File: src/sv/rths_pkg.sv
`default_nettype none
package rths_pkg;

    localparam int CH_W       = 8;
    localparam int QUO_W      = 8;
    // sector numerator stays below 6 * 255
    localparam int SECT_W     = 11;
    localparam int HUE_NUM_W  = 19;
    localparam int HUE_DEN_W  = 11;
    localparam int SAT_NUM_W  = 17;
    localparam int SAT_DEN_W  = 10;
    // doubled scales: round(a/b) = floor((2a + b) / 2b)
    localparam int HUE_SCALE2 = 254;
    localparam int SAT_SCALE2 = 508;
    localparam int FRONT_STAGES = 2;
    localparam int LATENCY    = FRONT_STAGES + QUO_W + 1;

    typedef struct packed {
        logic                 valid;
        logic [HUE_NUM_W-1:0] hue_num;
        logic [HUE_DEN_W-1:0] hue_den;
        logic [SAT_NUM_W-1:0] sat_num;
        logic [SAT_DEN_W-1:0] sat_den;
    } div_req_t;

endpackage
`default_nettype wire

File: src/sv/rths_front.sv
`default_nettype none
module rths_front (
    input  wire logic                  clk,
    input  wire logic                  rst_n,
    input  wire logic                  in_valid,
    input  wire logic [rths_pkg::CH_W-1:0] red,
    input  wire logic [rths_pkg::CH_W-1:0] green,
    input  wire logic [rths_pkg::CH_W-1:0] blue,
    output rths_pkg::div_req_t         req
);
    import rths_pkg::*;

    logic              va_reg;
    logic [CH_W-1:0]   max_reg, max_next;
    logic [CH_W-1:0]   d_reg, d_next;
    logic [SECT_W-1:0] num_reg, num_next;
    div_req_t          req_reg, req_next;

    logic [CH_W-1:0]   mn;
    logic [11:0]       t;
    logic [11:0]       d12;

    // stage a: extremes, delta and sector numerator
    always_comb
    begin
        max_next = red;
        mn       = red;
        if (green > max_next) max_next = green;
        if (blue > max_next) max_next = blue;
        if (green < mn) mn = green;
        if (blue < mn) mn = blue;
        d_next = max_next - mn;
        d12    = 12'(d_next);
        priority if (red >= green && red >= blue)
        begin
            t = 12'(green) - 12'(blue);
            if (green < blue) t = t + d12 * 12'd6;
        end
        else if (green >= blue)
        begin
            t = 12'(blue) - 12'(red) + d12 * 12'd2;
        end
        else
        begin
            t = 12'(red) - 12'(green) + d12 * 12'd4;
        end
        num_next = SECT_W'(t);
    end

    // stage b: scaled dividends and divisors, zero divisors replaced
    always_comb
    begin
        req_next.valid   = va_reg;
        req_next.hue_num = HUE_NUM_W'(num_reg) * HUE_NUM_W'(HUE_SCALE2)
                           + HUE_NUM_W'(d_reg) * HUE_NUM_W'(3);
        req_next.hue_den = (d_reg == '0) ? HUE_DEN_W'(6)
                           : HUE_DEN_W'(d_reg) * HUE_DEN_W'(6);
        req_next.sat_num = SAT_NUM_W'(d_reg) * SAT_NUM_W'(SAT_SCALE2)
                           + SAT_NUM_W'(max_reg);
        req_next.sat_den = (max_reg == '0) ? SAT_DEN_W'(2)
                           : SAT_DEN_W'(max_reg) * SAT_DEN_W'(2);
    end

    always_ff @(posedge clk or negedge rst_n)
    begin
        if (!rst_n)
        begin
            va_reg  <= 1'b0;
            req_reg <= '0;
        end
        else
        begin
            va_reg  <= in_valid;
            req_reg <= req_next;
        end
    end

    always_ff @(posedge clk)
    begin
        max_reg <= max_next;
        d_reg   <= d_next;
        num_reg <= num_next;
    end

    assign req = req_reg;

endmodule
`default_nettype wire

File: src/sv/rths_divider.sv
`default_nettype none
// restoring division, one quotient bit per stage; quotient must fit QUO_W bits
module rths_divider #(
    parameter int NUM_W = rths_pkg::HUE_NUM_W,
    parameter int DEN_W = rths_pkg::HUE_DEN_W,
    parameter int QUO_W = rths_pkg::QUO_W
) (
    input  wire logic             clk,
    input  wire logic [NUM_W-1:0] num,
    input  wire logic [DEN_W-1:0] den,
    output logic      [QUO_W-1:0] quo
);
    import rths_pkg::*;

    logic [NUM_W-1:0] rem_reg [QUO_W-1];
    logic [DEN_W-1:0] den_reg [QUO_W-1];
    logic [QUO_W-1:0] quo_reg [QUO_W];

    for (genvar k = 0; k < QUO_W; k++)
    begin : g_stage
        localparam int SH = QUO_W - 1 - k;
        logic [NUM_W-1:0] rem_in;
        logic [DEN_W-1:0] den_in;
        logic [QUO_W-1:0] quo_in;
        logic [NUM_W-1:0] sub;
        logic             take;

        if (k == 0)
        begin : g_first
            assign rem_in = num;
            assign den_in = den;
            assign quo_in = '0;
        end
        else
        begin : g_next
            assign rem_in = rem_reg[k-1];
            assign den_in = den_reg[k-1];
            assign quo_in = quo_reg[k-1];
        end

        assign sub  = NUM_W'(den_in) << SH;
        assign take = (rem_in >= sub);

        always_ff @(posedge clk)
        begin
            quo_reg[k] <= take ? (quo_in | (QUO_W'(1) << SH)) : quo_in;
        end

        if (k < QUO_W - 1)
        begin : g_pass
            always_ff @(posedge clk)
            begin
                rem_reg[k] <= take ? (rem_in - sub) : rem_in;
                den_reg[k] <= den_in;
            end
        end
    end

    assign quo = quo_reg[QUO_W-1];

endmodule
`default_nettype wire

File: src/sv/rgb_to_hue_saturation_top.sv
`default_nettype none
// RGB pixel to hue and saturation, both on 0..254. A pixel is taken on any
// cycle with start high (busy is never raised) and its result appears with
// done high after it passes the front stages, which form the extremes, sector
// numerator and scaled operands, the two restoring dividers, which produce
// one quotient bit per stage, and the output register. One pixel per clock
// is sustained; results cannot be held off, so take them on done.
module rgb_to_hue_saturation_top (
    input  wire logic                      clk,
    input  wire logic                      rst_n,
    input  wire logic                      start,
    output logic                           busy,
    input  wire logic [rths_pkg::CH_W-1:0] red_in,
    input  wire logic [rths_pkg::CH_W-1:0] green_in,
    input  wire logic [rths_pkg::CH_W-1:0] blue_in,
    output logic                           done,
    output logic [rths_pkg::CH_W-1:0]      hue_out,
    output logic [rths_pkg::CH_W-1:0]      saturation_out
);
    import rths_pkg::*;

    div_req_t         req;
    logic [QUO_W-1:0] hue_q;
    logic [QUO_W-1:0] sat_q;
    logic [QUO_W-1:0] vld_reg, vld_next;
    logic             done_reg;
    logic [CH_W-1:0]  hue_reg;
    logic [CH_W-1:0]  sat_reg;

    assign busy = 1'b0;

    rths_front u_front (
        .clk      (clk),
        .rst_n    (rst_n),
        .in_valid (start && !busy),
        .red      (red_in),
        .green    (green_in),
        .blue     (blue_in),
        .req      (req)
    );

    rths_divider #(
        .NUM_W (HUE_NUM_W),
        .DEN_W (HUE_DEN_W),
        .QUO_W (QUO_W)
    ) u_hue_div (
        .clk (clk),
        .num (req.hue_num),
        .den (req.hue_den),
        .quo (hue_q)
    );

    rths_divider #(
        .NUM_W (SAT_NUM_W),
        .DEN_W (SAT_DEN_W),
        .QUO_W (QUO_W)
    ) u_sat_div (
        .clk (clk),
        .num (req.sat_num),
        .den (req.sat_den),
        .quo (sat_q)
    );

    // item valid travels alongside the divider stages
    assign vld_next = {vld_reg[QUO_W-2:0], req.valid};

    always_ff @(posedge clk or negedge rst_n)
    begin
        if (!rst_n)
        begin
            vld_reg  <= '0;
            done_reg <= 1'b0;
        end
        else
        begin
            vld_reg  <= vld_next;
            done_reg <= vld_reg[QUO_W-1];
        end
    end

    always_ff @(posedge clk)
    begin
        hue_reg <= CH_W'(hue_q);
        sat_reg <= CH_W'(sat_q);
    end

    assign done           = done_reg;
    assign hue_out        = hue_reg;
    assign saturation_out = sat_reg;

endmodule
`default_nettype wire

File: config.mk
export PLATFORM = sky130hd
export DESIGN_NAME = rgb_to_hue_saturation_top
export DESIGN_NICKNAME = d
export VERILOG_FILES = /design/src/sv/rths_pkg.sv /design/src/sv/rths_front.sv /design/src/sv/rths_divider.sv /design/src/sv/rgb_to_hue_saturation_top.sv
export SDC_FILE = /design/constraint.sdc
export NUM_CORES = 1
export LEC_CHECK = 0
export ABC_AREA = 1
export ABC_CLOCK_PERIOD_IN_PS = 5400
export BUFFER_PORTS_ARGS = -buffer_cell sky130_fd_sc_hd__buf_2
export CAP_MARGIN = 15
export CELL_PAD_IN_SITES_DETAIL_PLACEMENT = 0
export CELL_PAD_IN_SITES_GLOBAL_PLACEMENT = 1
export CORE_MARGIN = 2
export CORE_UTILIZATION = 45
export DETAILED_ROUTE_END_ITERATION = 6
export GPL_TIMING_DRIVEN = 0
export PLACE_DENSITY_LB_ADDON = 0.1
export RECOVER_POWER = 25
export SLEW_MARGIN = 10
export SYNTH_ARGS = -nofsm -noshare
export SYNTH_HDL_FRONTEND = slang
export SYNTH_SLANG_ARGS = --single-unit
File: constraint.sdc
create_clock -name clk -period 5.4 [get_ports clk]
set_input_delay 0.54 -clock clk [delete_from_list [all_inputs] [get_ports clk]]
set_output_delay 0.54 -clock clk [all_outputs]
set_load 0.05 [all_outputs]
==> impl_metrics.ini <==
[setup_path]
crit_family = adder cells
worstRegToRegCells = 22
end_kind = register
arrival_ns = 6.14
startpoint_type = primary input
worstSetupPathType = primary input to register
slowest_delay_ns = 0.63
crit_buf_inv = 8
cp_max_fo = 6
cp_slowest_cell = fa_2
cp.depth = 43
cp.required_ns = 5.90

[timing]
tightest_slew_ns = 0.914
clock_skew_ns = 0.0186
final-hold-violation-count = 1
hold-worst-slack_ns = -0.000864
layout_min_cycle_time_ns = 5.64
post-route-period-util = 1.04
drv_slew = 0
fin_ws_ns = -0.237
finalSetupViolCount = 3
setup_tns_ns = -0.480
rsz0062_at_grt = yes
timing.fmax_mhz = 177
maxSlewHeadroom = 0.387

[cells_and_area]
layout-drive-gt1-share = 0.125
largest_reg_flops = 133
syn_to_final_growth_pct = 17.6
finalNetCount = 3737
final_util = 0.535
stdcell_area_um2 = 33000
antenna_cells = 0

[route]
first_pass_iters = 5
routed_wl_um = 58500
vias = 20100
drcViolationCount = 0
wl_per_cell_um = 14.0
first_iter_violations = 695
vias_per_cell = 4.79
antenna_left = 0

[grt]
grt_max_degree = 66
grtUsageMet2 = 0.336
antenna_found_initial = 0
grt_pass1_vias = 20400
met3_usage = 0.0264
overflow = 0
met1_usage = 0.211
grt-busiest-layer = met2
grt_pass1_wl_um = 95800
grt_usage = 0.183

[clock_network]
cts_tree = built
clock_path_buffers = 3
cts_sinks = 558
clk_latency_ns = 0.62
cts.htree.levels = 2
cts_root_buffer = clkbuf_16
path_clk_slew_ns = 0.06
cts_buffers = 58

[yosys]
synthTopCellsByCount = 509 x inv_1, 493 x dfxtp_1, 429 x nand2_1, 312 x ha_1, 226 x a21oi_1
synth_ff_type = dfxtp_1
syn-cell-area_um2 = 28000
synth-edff-count = 0
post-synth-top-count-cell = inv_1
synth_warnings = 0
synth_nets = 3556
yosysSeqAreaShare = 0.410
ys_async_sr_fraction = 0.116
yosys-top-cells-area = dfxtp_1 35%, ha_1 14%, inv_1 6.8%
yosysUniqueCellTypes = 71
synth_top_cell_area_share = 0.352
netlist.top_cell.by_area = dfxtp_1
synthCells = 3127
syn_avg_cell_area_um2 = 8.96
ys_ff_latch = 558

[floorplanning]
rows = 91
die_area_um2 = 64300
io_pins = 45
die_h_um = 254
core_area_um2 = 61600
die_w_um = 254
start_util = 0.455

[placed_design]
placed_area_um2 = 29500
hpwl_um = 46600
port_buffers = 43
gp_congestion = 0.909

[run_status]
status = complete, but fails checks
failed_checks = hold timing, setup timing

[min_path]
hp-class = primary input to async pin

[flow_run]
drv_cap = 0
layer usage:
metal / vias to the layer above / wire (um) / part of all wire
met5: - / 0 / 0
met4: 0 / 2350 / 0.040
met3: 145 / 1780 / 0.030
met2: 283 / 29400 / 0.50
met1: 9147 / 25000 / 0.43
li1: 10500 / - / -
cells by family (layout without fill, tap and decap cells):
family                     Yosys count  in the layout  share of synthesized area
and+or+nand+nor                    824            824                      0.128
DFF                                558            558                      0.410
buffers and inverters              557            787                     0.0755
AOI/OAI and AO/OA                  552            552                      0.110
adders and majority gates          402            402                      0.204
xor gates and xnor gates           232            232                     0.0728
other                                1              1                   0.000134
muxes                                1              1                   0.000402
cell usage in the layout (no fill, tap or decap), types with 11 or more instances in the layout:
master and count:
inv_1 492, dfxtp_1 489, nand2_1 409, ha_1 285, a21oi_1 209, nor2_1 197, o21ai_0 163, xor2_1 148
fa_1 88, buf_4 79, xnor2_1 76, dfrtp_1 65, clkbuf_16 60, nand3_1 49, buf_2 41, nor3_1 37
o21ai_1 36, nor4_1 24, clkbuf_1 24, ha_4 24, nand2_2 22, nand4_1 22, inv_2 20, a31oi_1 20
a21oi_2 18, o21ai_2 16, clkbuf_8 16, a211oi_1 14, o21bai_1 14, clkinv_2 11
worst reg2reg max path, cell delays in order, from the launching register on:
cell and delay, ns:
dfxtp_2 0.36, fa_1 0.57, inv_1 0.06, fa_1 0.50, fa_1 0.55, inv_1 0.05, fa_1 0.51, ha_2 0.31
a21o_1 0.20, a31oi_1 0.17, xor2_1 0.16, inv_1 0.05, ha_1 0.31, ha_4 0.30, nand3_1 0.08, nand2_2 0.08
nand2_1 0.06, a21oi_2 0.18, inv_2 0.07, nor4_4 0.15, nand2_1 0.13, nor3_2 0.20, xor2_1 0.15
layout make-up:
cell class,count,area [um2]
buffer,37,214
clock buffer,80,1730
clock inverter,29,417
fill,5574,28600
inverter,520,1980
multi-input combinational,2012,15100
sequential,558,11500
tap,837,1050
timing repair buffer,121,922
worst paths after layout:
path | startpoint | endpoint | slack, ns
worst min register to register | u_hue_div.quo_reg[5][6] | u_hue_div.quo_reg[6][6] | 0.31
worst max register to register | u_front.num_reg[3] | u_front.req[55] | 0.12
worst min-delay path | rst_n | u_front.va_reg | -0.0009
worst max-delay path | red_in[3] | u_front.num_reg[10] | -0.24
min in group clk | u_hue_div.quo_reg[5][6] | u_hue_div.quo_reg[6][6] | 0.31
max in group asynchronous | rst_n | u_front.req[12] | 4.86
per-stage QoR:
step | worst slack, ns | instances
after floorplan | -0.513 | 3127
after global placement | -1.54 | 4007
after detailed placement | -1.60 | 4007
after CTS | -0.0901 | 4175
after global routing | -0.536 | 4194
final | -0.237 | 4194
timing repair:
| action | 4_1_cts | 5_1_grt |
|---|---|---|
| hold buffers | 1 | 0 |
| pin swaps | 53 | 60 |
| resized for setup | 104 | 72 |
| setup buffers | 56 | 19 |
| setup endpoints to repair | 11 | 10 |
| hold endpoints to repair | 1 | 0 |
| gates cloned | 2 | 0 |
Power is left out: the tool's default activity adds up to more than one toggle a clock period on the data nets, which glitch-free logic cannot reach.
